--- config.mk ---
export PLATFORM = sky130hd
export DESIGN_NAME = first_fit_partition_allocator
export DESIGN_NICKNAME = d
export VERILOG_FILES = /design/src/ffpa_pkg.sv /design/src/first_fit_partition_allocator.sv /design/src/ffpa_ctrl.sv /design/src/ffpa_dpath.sv
export SDC_FILE = /design/constraint.sdc
export NUM_CORES = 2
export LEC_CHECK = 0
export ABC_AREA = 1
export BUFFER_PORTS_ARGS = -buffer_cell sky130_fd_sc_hd__buf_4
export CORE_AREA = 2 2 217 326
export DETAILED_ROUTE_END_ITERATION = 10
export DIE_AREA = 0 0 219 328
export PLACE_DENSITY_LB_ADDON = 0.12
export SLEW_MARGIN = 20
export SYNTH_ARGS = -nofsm -noshare
export SYNTH_HDL_FRONTEND = slang
export SYNTH_SLANG_ARGS = --single-unit
--- constraint.sdc ---
create_clock -name clk -period 6.1 [get_ports clk]
set_input_delay 0.61 -clock clk [delete_from_list [all_inputs] [get_ports clk]]
set_output_delay 0.61 -clock clk [all_outputs]
set_load 0.02 [all_outputs]
--- src/ffpa_pkg.sv ---
// Package with the types, constants and codes of the first-fit partition allocator.
`default_nettype none
package ffpa_pkg;

    localparam int MEM_SIZE  = 128;
    localparam int MAX_PARTS = 16;
    localparam int IDX_W     = $clog2(MAX_PARTS);
    localparam int CNT_W     = $clog2(MAX_PARTS + 1);

    typedef enum logic {
        CMD_ALLOC   = 1'b0,
        CMD_RELEASE = 1'b1
    } cmd_code_t;

    typedef enum logic [2:0] {
        RES_OK      = 3'd0,
        RES_NOSPACE = 3'd1,
        RES_NOPART  = 3'd2,
        RES_FULL    = 3'd3,
        RES_ZERO    = 3'd4
    } res_code_t;

    typedef struct packed {
        cmd_code_t   command;
        logic [7:0]  request_size;
        logic [4:0]  partition_index;
    } req_t;

    typedef struct packed {
        res_code_t   status;
        logic [6:0]  start_address;
        logic [7:0]  part_length;
        logic [4:0]  partition_number;
    } rsp_t;

    typedef enum logic [3:0] {
        S_IDLE,
        S_CHECK,
        S_FSCAN,
        S_FUPD,
        S_USCAN,
        S_UINS,
        S_RREAD,
        S_RSCAN,
        S_RCHK,
        S_RUPD,
        S_DONE
    } ctl_state_t;

    typedef struct packed {
        logic       ready;
        logic       load_in;
        logic       cnt_clr;
        logic       cnt_inc;
        logic       cnt_load_k;
        logic       cap_alloc;
        logic       cap_prev;
        logic       cap_rel;
        logic       cap_next;
        logic       alloc_free_upd;
        logic       alloc_used_ins;
        logic       rel_upd;
        logic       res_load;
        res_code_t  res_code;
    } ctl_cmd_t;

    typedef struct packed {
        logic              cmd_release;
        logic              req_zero;
        logic              used_full;
        logic              idx_bad;
        logic              free_end;
        logic              free_fit;
        logic              free_gt;
        logic              used_end;
        logic              used_gt;
        logic              rel_full;
        logic              out_busy;
        logic [CNT_W-1:0]  free_count;
        logic [CNT_W-1:0]  used_count;
    } dp_sts_t;

endpackage
`default_nettype wire

--- src/first_fit_partition_allocator.sv ---
// Top level of the first-fit partition allocator with coalescing release.
//
// A request transaction on req carries a command: allocate request_size units,
// or release the partition at 1-based address-order position partition_index.
// Each request gives exactly one response transaction on rsp with a status,
// the start and length of the partition, and its new position after allocate.
// Requests are taken one at a time; req_stall is high while one is in work.
// For an allocate the controller scans the free table, then the allocated
// table, one entry per cycle; for a release it reads the allocated entry and
// scans the free table. Errors found when the request is checked skip the scans.
// The response sits in an output register, so the next request is taken
// while a response still waits; a stalled response holds its value and the
// following result waits until it has been taken.
// After reset the memory is one free region of MEM_SIZE units and no
// partition is allocated.
`default_nettype none
module first_fit_partition_allocator
    import ffpa_pkg::*;
(
    input  wire logic  clk,
    input  wire logic  rst_n,
    input  wire logic  req_valid,
    output logic       req_stall,
    input  wire req_t  req_data,
    output logic       rsp_valid,
    input  wire logic  rsp_stall,
    output rsp_t       rsp_data
);

    ctl_cmd_t cmd;
    dp_sts_t  sts;

    ffpa_ctrl u_ctrl (
        .clk       (clk),
        .rst_n     (rst_n),
        .req_valid (req_valid),
        .sts       (sts),
        .cmd       (cmd)
    );

    ffpa_dpath u_dpath (
        .clk       (clk),
        .rst_n     (rst_n),
        .req_data  (req_data),
        .cmd       (cmd),
        .rsp_stall (rsp_stall),
        .rsp_valid (rsp_valid),
        .rsp_data  (rsp_data),
        .sts       (sts)
    );

    assign req_stall = ~cmd.ready;

    a_counts_bounded: assert property (@(posedge clk) disable iff (!rst_n)
        sts.free_count <= CNT_W'(MAX_PARTS) && sts.used_count <= CNT_W'(MAX_PARTS))
        else $error("table count above capacity");

    a_load_when_free: assert property (@(posedge clk) disable iff (!rst_n)
        cmd.res_load |-> !sts.out_busy)
        else $error("result loaded over a stalled response");

    a_accept_busy: assert property (@(posedge clk) disable iff (!rst_n)
        (req_valid && !req_stall) |=> req_stall)
        else $error("request taken while another is in work");

endmodule
`default_nettype wire

--- src/ffpa_ctrl.sv ---
// Controller state machine that sequences the table scans and updates.
`default_nettype none
module ffpa_ctrl
    import ffpa_pkg::*;
(
    input  wire logic     clk,
    input  wire logic     rst_n,
    input  wire logic     req_valid,
    input  wire dp_sts_t  sts,
    output ctl_cmd_t      cmd
);

    ctl_state_t state_reg, state_next;
    res_code_t  code_reg, code_next;

    always_ff @(posedge clk or negedge rst_n)
    begin
        if (!rst_n)
        begin
            state_reg <= S_IDLE;
            code_reg  <= RES_OK;
        end
        else
        begin
            state_reg <= state_next;
            code_reg  <= code_next;
        end
    end

    always_comb
    begin
        state_next = state_reg;
        code_next  = code_reg;
        cmd        = '0;
        cmd.res_code = code_reg;
        case (state_reg)
            S_IDLE:
            begin
                cmd.ready = 1'b1;
                if (req_valid)
                begin
                    cmd.load_in = 1'b1;
                    state_next  = S_CHECK;
                end
            end
            S_CHECK:
            begin
                if (sts.cmd_release)
                begin
                    if (sts.idx_bad)
                    begin
                        code_next  = RES_NOPART;
                        state_next = S_DONE;
                    end
                    else
                    begin
                        cmd.cnt_load_k = 1'b1;
                        state_next     = S_RREAD;
                    end
                end
                else if (sts.req_zero)
                begin
                    code_next  = RES_ZERO;
                    state_next = S_DONE;
                end
                else if (sts.used_full)
                begin
                    code_next  = RES_FULL;
                    state_next = S_DONE;
                end
                else
                begin
                    cmd.cnt_clr = 1'b1;
                    state_next  = S_FSCAN;
                end
            end
            S_FSCAN:
            begin
                if (sts.free_end)
                begin
                    code_next  = RES_NOSPACE;
                    state_next = S_DONE;
                end
                else if (sts.free_fit)
                begin
                    cmd.cap_alloc = 1'b1;
                    state_next    = S_FUPD;
                end
                else
                begin
                    cmd.cnt_inc = 1'b1;
                end
            end
            S_FUPD:
            begin
                cmd.alloc_free_upd = 1'b1;
                cmd.cnt_clr        = 1'b1;
                state_next         = S_USCAN;
            end
            S_USCAN:
            begin
                if (sts.used_end || sts.used_gt)
                begin
                    state_next = S_UINS;
                end
                else
                begin
                    cmd.cnt_inc = 1'b1;
                end
            end
            S_UINS:
            begin
                cmd.alloc_used_ins = 1'b1;
                code_next          = RES_OK;
                state_next         = S_DONE;
            end
            S_RREAD:
            begin
                cmd.cap_rel = 1'b1;
                cmd.cnt_clr = 1'b1;
                state_next  = S_RSCAN;
            end
            S_RSCAN:
            begin
                if (sts.free_end || sts.free_gt)
                begin
                    cmd.cap_next = 1'b1;
                    state_next   = S_RCHK;
                end
                else
                begin
                    cmd.cap_prev = 1'b1;
                    cmd.cnt_inc  = 1'b1;
                end
            end
            S_RCHK:
            begin
                if (sts.rel_full)
                begin
                    code_next  = RES_FULL;
                    state_next = S_DONE;
                end
                else
                begin
                    state_next = S_RUPD;
                end
            end
            S_RUPD:
            begin
                cmd.rel_upd = 1'b1;
                code_next   = RES_OK;
                state_next  = S_DONE;
            end
            S_DONE:
            begin
                if (!sts.out_busy)
                begin
                    cmd.res_load = 1'b1;
                    state_next   = S_IDLE;
                end
            end
            default:
            begin
                state_next = S_IDLE;
            end
        endcase
    end

endmodule
`default_nettype wire

--- src/ffpa_dpath.sv ---
// Datapath with the free and allocated tables, scan counter and result register.
`default_nettype none
module ffpa_dpath
    import ffpa_pkg::*;
(
    input  wire logic      clk,
    input  wire logic      rst_n,
    input  wire req_t      req_data,
    input  wire ctl_cmd_t  cmd,
    input  wire logic      rsp_stall,
    output logic           rsp_valid,
    output rsp_t           rsp_data,
    output dp_sts_t        sts
);

    logic [6:0]       free_start_reg [MAX_PARTS];
    logic [7:0]       free_size_reg  [MAX_PARTS];
    logic [CNT_W-1:0] free_count_reg;
    logic [6:0]       used_start_reg [MAX_PARTS];
    logic [7:0]       used_size_reg  [MAX_PARTS];
    logic [CNT_W-1:0] used_count_reg;

    req_t             in_reg;
    logic [CNT_W-1:0] cnt_reg;
    logic [IDX_W-1:0] k_reg;
    logic [6:0]       base_reg;
    logic [7:0]       seg_reg;
    logic [7:0]       prev_end_reg;
    logic [7:0]       prev_size_reg;
    logic [7:0]       next_size_reg;
    logic             mnext_reg;
    logic             out_valid_reg;
    rsp_t             out_reg;

    logic [IDX_W-1:0] cidx;
    logic [IDX_W-1:0] pos_m1;
    logic [7:0]       rel_end;
    logic             mprev;
    logic             free_end;
    rsp_t             res_next;

    assign cidx     = cnt_reg[IDX_W-1:0];
    assign pos_m1   = IDX_W'(cnt_reg - 1'b1);
    assign rel_end  = {1'b0, base_reg} + seg_reg;
    assign mprev    = (cnt_reg != '0) && (prev_end_reg == {1'b0, base_reg});
    assign free_end = cnt_reg >= free_count_reg;

    always_comb
    begin
        sts             = '0;
        sts.cmd_release = (in_reg.command == CMD_RELEASE);
        sts.req_zero    = (in_reg.request_size == 8'd0);
        sts.used_full   = used_count_reg >= CNT_W'(MAX_PARTS);
        sts.idx_bad     = (in_reg.partition_index == 5'd0)
                       || (CNT_W'(in_reg.partition_index) > used_count_reg);
        sts.free_end    = free_end;
        sts.free_fit    = free_size_reg[cidx] >= in_reg.request_size;
        sts.free_gt     = free_start_reg[cidx] > base_reg;
        sts.used_end    = cnt_reg >= used_count_reg;
        sts.used_gt     = used_start_reg[cidx] > base_reg;
        sts.rel_full    = !mprev && !mnext_reg
                       && (free_count_reg >= CNT_W'(MAX_PARTS));
        sts.out_busy    = out_valid_reg && rsp_stall;
        sts.free_count  = free_count_reg;
        sts.used_count  = used_count_reg;
    end

    always_comb
    begin
        res_next        = '0;
        res_next.status = cmd.res_code;
        if (cmd.res_code == RES_OK)
        begin
            res_next.start_address = base_reg;
            if (in_reg.command == CMD_ALLOC)
            begin
                res_next.part_length      = in_reg.request_size;
                res_next.partition_number = 5'(cnt_reg + 1'b1);
            end
            else
            begin
                res_next.part_length = seg_reg;
            end
        end
    end

    always_ff @(posedge clk)
    begin
        if (cmd.load_in)
        begin
            in_reg <= req_data;
        end
        if (cmd.cap_alloc)
        begin
            k_reg    <= cidx;
            base_reg <= free_start_reg[cidx];
            seg_reg  <= free_size_reg[cidx];
        end
        if (cmd.cap_rel)
        begin
            k_reg    <= cidx;
            base_reg <= used_start_reg[cidx];
            seg_reg  <= used_size_reg[cidx];
        end
        if (cmd.cap_prev)
        begin
            prev_end_reg  <= {1'b0, free_start_reg[cidx]} + free_size_reg[cidx];
            prev_size_reg <= free_size_reg[cidx];
        end
        if (cmd.cap_next)
        begin
            mnext_reg     <= !free_end && (rel_end == {1'b0, free_start_reg[cidx]});
            next_size_reg <= free_size_reg[cidx];
        end
        if (cmd.res_load)
        begin
            out_reg <= res_next;
        end
    end

    always_ff @(posedge clk or negedge rst_n)
    begin
        if (!rst_n)
        begin
            cnt_reg       <= '0;
            out_valid_reg <= 1'b0;
        end
        else
        begin
            if (cmd.cnt_clr)
            begin
                cnt_reg <= '0;
            end
            else if (cmd.cnt_inc)
            begin
                cnt_reg <= cnt_reg + 1'b1;
            end
            else if (cmd.cnt_load_k)
            begin
                cnt_reg <= CNT_W'(in_reg.partition_index - 5'd1);
            end
            if (cmd.res_load)
            begin
                out_valid_reg <= 1'b1;
            end
            else if (out_valid_reg && !rsp_stall)
            begin
                out_valid_reg <= 1'b0;
            end
        end
    end

    always_ff @(posedge clk or negedge rst_n)
    begin
        if (!rst_n)
        begin
            for (int j = 0; j < MAX_PARTS; j++)
            begin
                free_start_reg[j] <= '0;
                free_size_reg[j]  <= (j == 0) ? 8'(MEM_SIZE) : 8'd0;
            end
            free_count_reg <= CNT_W'(1);
        end
        else if (cmd.alloc_free_upd)
        begin
            if (seg_reg == in_reg.request_size)
            begin
                for (int j = 0; j < MAX_PARTS - 1; j++)
                begin
                    if (j >= int'(k_reg))
                    begin
                        free_start_reg[j] <= free_start_reg[j+1];
                        free_size_reg[j]  <= free_size_reg[j+1];
                    end
                end
                free_count_reg <= free_count_reg - 1'b1;
            end
            else
            begin
                free_start_reg[k_reg] <= 7'(base_reg + in_reg.request_size);
                free_size_reg[k_reg]  <= seg_reg - in_reg.request_size;
            end
        end
        else if (cmd.rel_upd)
        begin
            if (mprev && mnext_reg)
            begin
                free_size_reg[pos_m1] <= 8'(prev_size_reg + seg_reg + next_size_reg);
                for (int j = 0; j < MAX_PARTS - 1; j++)
                begin
                    if (j >= int'(cnt_reg))
                    begin
                        free_start_reg[j] <= free_start_reg[j+1];
                        free_size_reg[j]  <= free_size_reg[j+1];
                    end
                end
                free_count_reg <= free_count_reg - 1'b1;
            end
            else if (mprev)
            begin
                free_size_reg[pos_m1] <= 8'(prev_size_reg + seg_reg);
            end
            else if (mnext_reg)
            begin
                free_start_reg[cidx] <= base_reg;
                free_size_reg[cidx]  <= 8'(next_size_reg + seg_reg);
            end
            else
            begin
                for (int j = 1; j < MAX_PARTS; j++)
                begin
                    if (j > int'(cnt_reg))
                    begin
                        free_start_reg[j] <= free_start_reg[j-1];
                        free_size_reg[j]  <= free_size_reg[j-1];
                    end
                end
                free_start_reg[cidx] <= base_reg;
                free_size_reg[cidx]  <= seg_reg;
                free_count_reg       <= free_count_reg + 1'b1;
            end
        end
    end

    always_ff @(posedge clk)
    begin
        if (cmd.alloc_used_ins)
        begin
            for (int j = 1; j < MAX_PARTS; j++)
            begin
                if (j > int'(cnt_reg))
                begin
                    used_start_reg[j] <= used_start_reg[j-1];
                    used_size_reg[j]  <= used_size_reg[j-1];
                end
            end
            used_start_reg[cidx] <= base_reg;
            used_size_reg[cidx]  <= in_reg.request_size;
        end
        else if (cmd.rel_upd)
        begin
            for (int j = 0; j < MAX_PARTS - 1; j++)
            begin
                if (j >= int'(k_reg))
                begin
                    used_start_reg[j] <= used_start_reg[j+1];
                    used_size_reg[j]  <= used_size_reg[j+1];
                end
            end
        end
    end

    always_ff @(posedge clk or negedge rst_n)
    begin
        if (!rst_n)
        begin
            used_count_reg <= '0;
        end
        else if (cmd.alloc_used_ins)
        begin
            used_count_reg <= used_count_reg + 1'b1;
        end
        else if (cmd.rel_upd)
        begin
            used_count_reg <= used_count_reg - 1'b1;
        end
    end

    assign rsp_valid = out_valid_reg;
    assign rsp_data  = out_reg;

endmodule
`default_nettype wire
==> metrics.json, run 1 <==
{
  "status": {"value": "aborted with a tool error"},
  "failed_stage": {"value": "global routing (5_1_grt)"},
  "stop_error": {"value": "[ERROR GRT-0116] Global routing finished with congestion. Check the congestion regions in the DRC Viewer."},
  "ys_seq_area_share": {"value": 36.38, "unit": "%"},
  "gp_congestion": {"value": 1.357},
  "synth-seq-cells": {"value": 584},
  "yosys.area_share.xor_xnor": {"value": 0.9819, "unit": "%"},
  "synth.most_common_cell": {"value": "nand2_1"},
  "netlist_instances": {"value": 6449},
  "cts.htree.levels": {"value": 2},
  "synth-async-reset-ratio": {"value": 45.03, "unit": "%"},
  "synth.largest_area_cell": {"value": "edfxtp_1"},
  "start_util": {"value": 64.82, "unit": "%"},
  "largest_family_of_logic_cells_by_synthesized_area": {"value": "simple AND/OR/NAND/NOR gates"},
  "num_io_pins": {"value": 43},
  "yosys-mux-area-fraction": {"value": 0, "unit": "%"},
  "synth.lib_cells_used.distinct": {"value": 57},
  "grt-ovfl-total": {"value": 1117},
  "yosys.area.top_type_share": {"value": 21.61, "unit": "%"},
  "synth.net_count": {"value": 6572},
  "tritoncts.num_buffers": {"value": 59},
  "yosys-top-cells-count": {"value": "nand2_1, o21ai_0, nor2_1, inv_1, o22ai_1"},
  "dp.final_hpwl": {"value": 180.5, "unit": "mm"},
  "global_route_wire_length_before_repair": {"value": 450.2, "unit": "mm"},
  "synthAdderAreaFrac": {"value": 3.080, "unit": "%"},
  "yosysWarnings": {"value": 0},
  "root_buffer": {"value": "clkbuf_16"},
  "main_area_contributors_after_synthesis": {"value": "edfxtp_1, dfrtp_1, nand2_1"},
  "yosys.area_share.simple": {"value": 25.78, "unit": "%"},
  "cts.repair_timing.setup_buffer_count": {"value": 0},
  "synthesis.area_per_instance": {"value": 6.915, "unit": "sq um"},
  "most_used_flip_flop_cell_after_synthesis": {"value": "edfxtp_1"},
  "mappedNetlistArea": {"value": 44600, "unit": "sq um"},
  "die_y": {"value": 328, "unit": "um"},
  "synth_compound_area_share": {"value": 24.97, "unit": "%"},
  "rows": {"value": 118},
  "clkSinkCount": {"value": 584},
  "grt_pass1_vias": {"value": 59540},
  "placement.io_buffers": {"value": 42},
  "overall_global_routing_usage": {"value": 84.10, "unit": "%"},
  "maximum_number_of_pins_on_one_net_before_global_route_repair": {"value": 132},
  "number_of_flops_mapped_to_enable_cells_by_yosys": {"value": 321},
  "ctsLongestPathBuffers": {"value": 3},
  "chipWidth": {"value": 219, "unit": "um"}
}
repair_timing:
action,CTS
gates resized for setup,0
setup endpoints to repair,0
hold buffers,1
hold endpoints to repair,69
per-stage QoR:
| step | worst slack (ps) | instances | cell area [sq um] | hold WS (ps) | util (%) |
|---|---|---|---|---|---|
| 4_1_cts | 1165 | 7284 | 47820 | 108.7 | 69.51 |
| 3_5_place_dp | 1210 | 7172 | 45800 | 459.7 | 66.56 |
| 2_1_floorplan | 1741 | 6449 | 44600 | 314.4 | - |
| 3_3_place_gp | 1203 | 7172 | 45800 | 453.5 | 66.56 |
routing by layer:
metal,overflow,GRT usage (%)
met1,16,84.16
met2,648,97.21
met3,61,72.70
met4,385,83.80
met5,7,39.05
kinds of logic after synthesis:
| group | Yosys count |
|---|---|
| and+or+nand+nor | 2809 |
| AOI/OAI and AO/OA | 1914 |
| buffers and inverters | 987 |
| DFF | 584 |
| adders and majority gates | 105 |
| xor gates and xnor gates | 50 |
==> inputs of run 2 (changes only) <==
- CORE_AREA: 2 2 217 326 -> 2 2 337 339
- DIE_AREA: 0 0 219 328 -> 0 0 339 341
- PLACE_DENSITY_LB_ADDON: 0.12 -> 0.15
==> run 2 against run 1 <==
- the run now ends clean
- synthesized area unchanged
- synthesized cell count is the same
==> metrics.json, run 2 <==
{
  "grt_antenna_before_repair": {"value": 13},
  "grt_pass1_vias": {"value": 50440},
  "final-max-slew-violation-count": {"value": 0},
  "min_period": {"value": 5072, "unit": "ps"},
  "cp_max_fo": {"value": 16},
  "tritoncts.num_buffers": {"value": 77, "change": "+31%"},
  "synth.most_common_cell": {"value": "nand2_1"},
  "powerDensity": {"value": 532.9, "unit": "nW/um^2"},
  "most_used_flip_flop_cell_after_synthesis": {"value": "edfxtp_1"},
  "multi_input_comb_area": {"value": 24580, "unit": "sq um"},
  "layout_cell_share_with_drive_strength_beyond_1": {"value": 9.677, "unit": "%"},
  "worst_case_headroom_to_the_max_slew_limit": {"value": 15.58, "unit": "%"},
  "ctsLongestPathBuffers": {"value": 3, "change": "unchanged"},
  "yosys.area.top_type_share": {"value": 21.61, "unit": "%", "change": "unchanged"},
  "mappedNetlistArea": {"value": 44600, "unit": "sq um", "change": "unchanged"},
  "synth-seq-cells": {"value": 584, "change": "unchanged"},
  "timing_worst_setup_path_type": {"value": "reg2reg"},
  "power.total": {"value": 26.84, "unit": "mW"},
  "worst_setup_path_end_kind": {"value": "register"},
  "gp_congestion": {"value": 1.131, "change": "-17%"},
  "clock_skew": {"value": 42.13, "unit": "ps"},
  "clkSinkCount": {"value": 584, "change": "unchanged"},
  "rows": {"value": 123, "change": "+4.2%"},
  "critical_path.most_common_cell": {"value": "nand2_1"},
  "synth.largest_area_cell": {"value": "edfxtp_1"},
  "min_period_over_period": {"value": 83.15, "unit": "%"},
  "clock_latency_reported_for_the_late_side_of_the_worst_skew_pair": {"value": 710, "unit": "ps"},
  "placement.io_buffers": {"value": 42, "change": "unchanged"},
  "busiest_layer": {"value": "met2"},
  "drc_errors": {"value": 0},
  "tritoncts": {"value": "done"},
  "syn2layout_area_growth": {"value": 12.93, "unit": "%"},
  "routed_wirelength": {"value": 288.3, "unit": "mm"},
  "hold_violations": {"value": 0},
  "num_io_pins": {"value": 43, "change": "unchanged"},
  "synth-async-reset-ratio": {"value": 45.03, "unit": "%", "change": "unchanged"},
  "leading_cell_type_in_the_layout_fill_and_taps_excluded": {"value": "nand2_1"},
  "synth.net_count": {"value": 6572, "change": "unchanged"},
  "yosysWarnings": {"value": 0, "change": "unchanged"},
  "dp.final_hpwl": {"value": 209.8, "unit": "mm", "change": "+16%"},
  "grt.met1_usage": {"value": 57.86, "unit": "%"},
  "cts.htree.levels": {"value": 3, "change": "+1"},
  "die_y": {"value": 341, "unit": "um", "change": "+4.0%"},
  "maximum_number_of_pins_on_one_net_before_global_route_repair": {"value": 127},
  "seqCellArea": {"value": 16230, "unit": "sq um"},
  "overall_global_routing_usage": {"value": 48.50, "unit": "%"},
  "groute.layer.met3.usage": {"value": 12.96, "unit": "%"},
  "number_of_flops_mapped_to_enable_cells_by_yosys": {"value": 321, "change": "unchanged"},
  "worst_setup_hold_path_clk_slew": {"value": 60, "unit": "ps"},
  "grt-ovfl-total": {"value": 0},
  "finalNetCount": {"value": 6601},
  "power.ir.vdd_worst": {"value": 0.2714, "unit": "mV"},
  "fmax": {"value": 197.2, "unit": "MHz"},
  "worstPathCellList": {"value": "nand2_2 -> buf_4 -> inv_2 -> buf_4 -> a22o_1 -> a211oi_1 -> o31ai_1 -> ha_1 -> nand2_1 -> nor2_1 -> nand2_1 -> o211ai_1 -> nand2_1 -> nand3_1 -> nand3_1 -> inv_1 -> nand2_1 -> nand3_1 -> nand2_1"},
  "crit_family": {"value": "simple AND/OR/NAND/NOR gates"},
  "crit_required": {"value": 6690, "unit": "ps"},
  "drt.antenna.violating_nets": {"value": 0},
  "worst_pin_slew": {"value": 1265, "unit": "ps"},
  "p_leak": {"value": 21.11, "unit": "nW"},
  "chipWidth": {"value": 339, "unit": "um", "change": "+55%"},
  "rsz0062_at_grt": {"value": "false"},
  "cts.repair_timing.setup_buffer_count": {"value": 0, "change": "unchanged"},
  "start_util": {"value": 39.86, "unit": "%", "change": "-25 points"},
  "vias": {"value": 53780},
  "number_of_setup_violations_in_the_final_report": {"value": 0},
  "main_area_contributors_after_synthesis": {"value": "edfxtp_1, dfrtp_1, nand2_1"},
  "most-common-layout-cells": {"value": "nand2_1, o21ai_0, nor2_1, inv_1, o22ai_1"},
  "netlist_instances": {"value": 6449, "change": "unchanged"},
  "coreArea": {"value": 111900, "unit": "sq um"},
  "fin_setup_tns": {"value": 0, "unit": "ps"},
  "global_route_wire_length_before_repair": {"value": 397.9, "unit": "mm"},
  "worstPathArrival": {"value": 5670, "unit": "ps"},
  "drtIter0Drc": {"value": 8545},
  "final.fill_count": {"value": 11900},
  "design.die.area": {"value": 115600, "unit": "sq um"},
  "dr.pass1.iters": {"value": 8},
  "min-delay-path-class": {"value": "in2reg"},
  "synth.lib_cells_used.distinct": {"value": 57, "change": "unchanged"},
  "wl_per_cell": {"value": 35.82, "unit": "um"},
  "root_buffer": {"value": "clkbuf_16"},
  "max-cap-violations": {"value": 0},
  "ys_seq_area_share": {"value": 36.38, "unit": "%", "change": "unchanged"},
  "status": {"value": "completed"},
  "use_met2": {"value": 72.32, "unit": "%"},
  "critical_path.slowest_cell": {"value": "dfrtp_1"},
  "cts_resized": {"value": 0, "change": "unchanged"},
  "via_per_inst": {"value": 6.681},
  "critical_path.max_stage_delay": {"value": 630, "unit": "ps"},
  "crit_buf_inv": {"value": 4},
  "critical_path.startpoint_type": {"value": "register"},
  "yosys-top-cells-count": {"value": "nand2_1, o21ai_0, nor2_1, inv_1, o22ai_1"},
  "synthesis.area_per_instance": {"value": 6.915, "unit": "sq um", "change": "unchanged"},
  "postLayoutCoreUtil": {"value": 45.01, "unit": "%"}
}
## run 2: area by class of cell
cell class                      count  share of cell area, %
Timing Repair Buffer              343                  5.406
Multi-Input combinational cell   4878                  48.81
Sequential cell                   584                  32.22
Clock buffer                      101                  4.184
Antenna cell                        8                0.03975
Clock inverter                     41                  1.178
Inverter                          594                  4.432
Tap cell                         1500                  3.727
## run 2: power breakdown
part,internal (mW),switching [mW],total (mW)
Sequential,5.38,1.15,6.53
Clock,2.93,2.14,5.06
Combinational,3.70,11.5,15.2
Total,12.0,14.8,26.8
## run 2: final timing paths
check                                           from                          to  slack, ps  cells past startpoint
min                                      req_data[2]           u_dpath.in_reg[2]         80                      1
min in group asynchronous                      rst_n  u_dpath.free_size_reg[104]        480                      2
max                               u_dpath.cnt_reg[2]          u_dpath.cnt_reg[4]       1030                     19
max in group asynchronous                      rst_n  u_dpath.free_start_reg[58]       4190                      3
max reg2reg                       u_dpath.cnt_reg[2]          u_dpath.cnt_reg[4]       1030                     19
min reg2reg                u_dpath.free_size_reg[20]   u_dpath.free_size_reg[20]        490                      2
## run 2: kinds of logic (layout without fill, tap and decap cells)
kind of cell             count (synthesis)  count (layout)  synth area share (%)
flip-flops                             584             584                 36.38
AO/OA/AOI/OAI                         1914            1914                 24.97
adder cells (fa/ha/maj)                105             105                 3.080
XOR/XNOR                                50              50                0.9819
other                                    0               8                     0
buffers and inverters                  987            1079                 8.807
AND/OR/NAND/NOR                       2809            2809                 25.78
## run 2: metal layers
metal  share of wire [%]  vias to the layer above
met4                  11                       12
met1                  36                    25630
met5               0.028                        -
met2                  42                     4366
met3                  12                     1400
li1                    -                    22370
## run 2: through the flow
stage          cells  area, sq um  setup slack, ps  hold WS (ps)
2_1_floorplan   6449        44600             1741         314.4
5_1_grt         8041        50340            878.9         69.14
4_1_cts         8041        50320             1255         76.19
6_report        8049        50360             1028         76.97
3_5_place_dp    7898        47610             1270         465.5
3_3_place_gp    7898        47610             1251         458.1
## run 2: timing repair
action	in CTS	in global routing
hold buffers	1	0
endpoints found under the hold margin	25	0
setup endpoints to repair	0	0
Power figures use the tool's default switching activity.
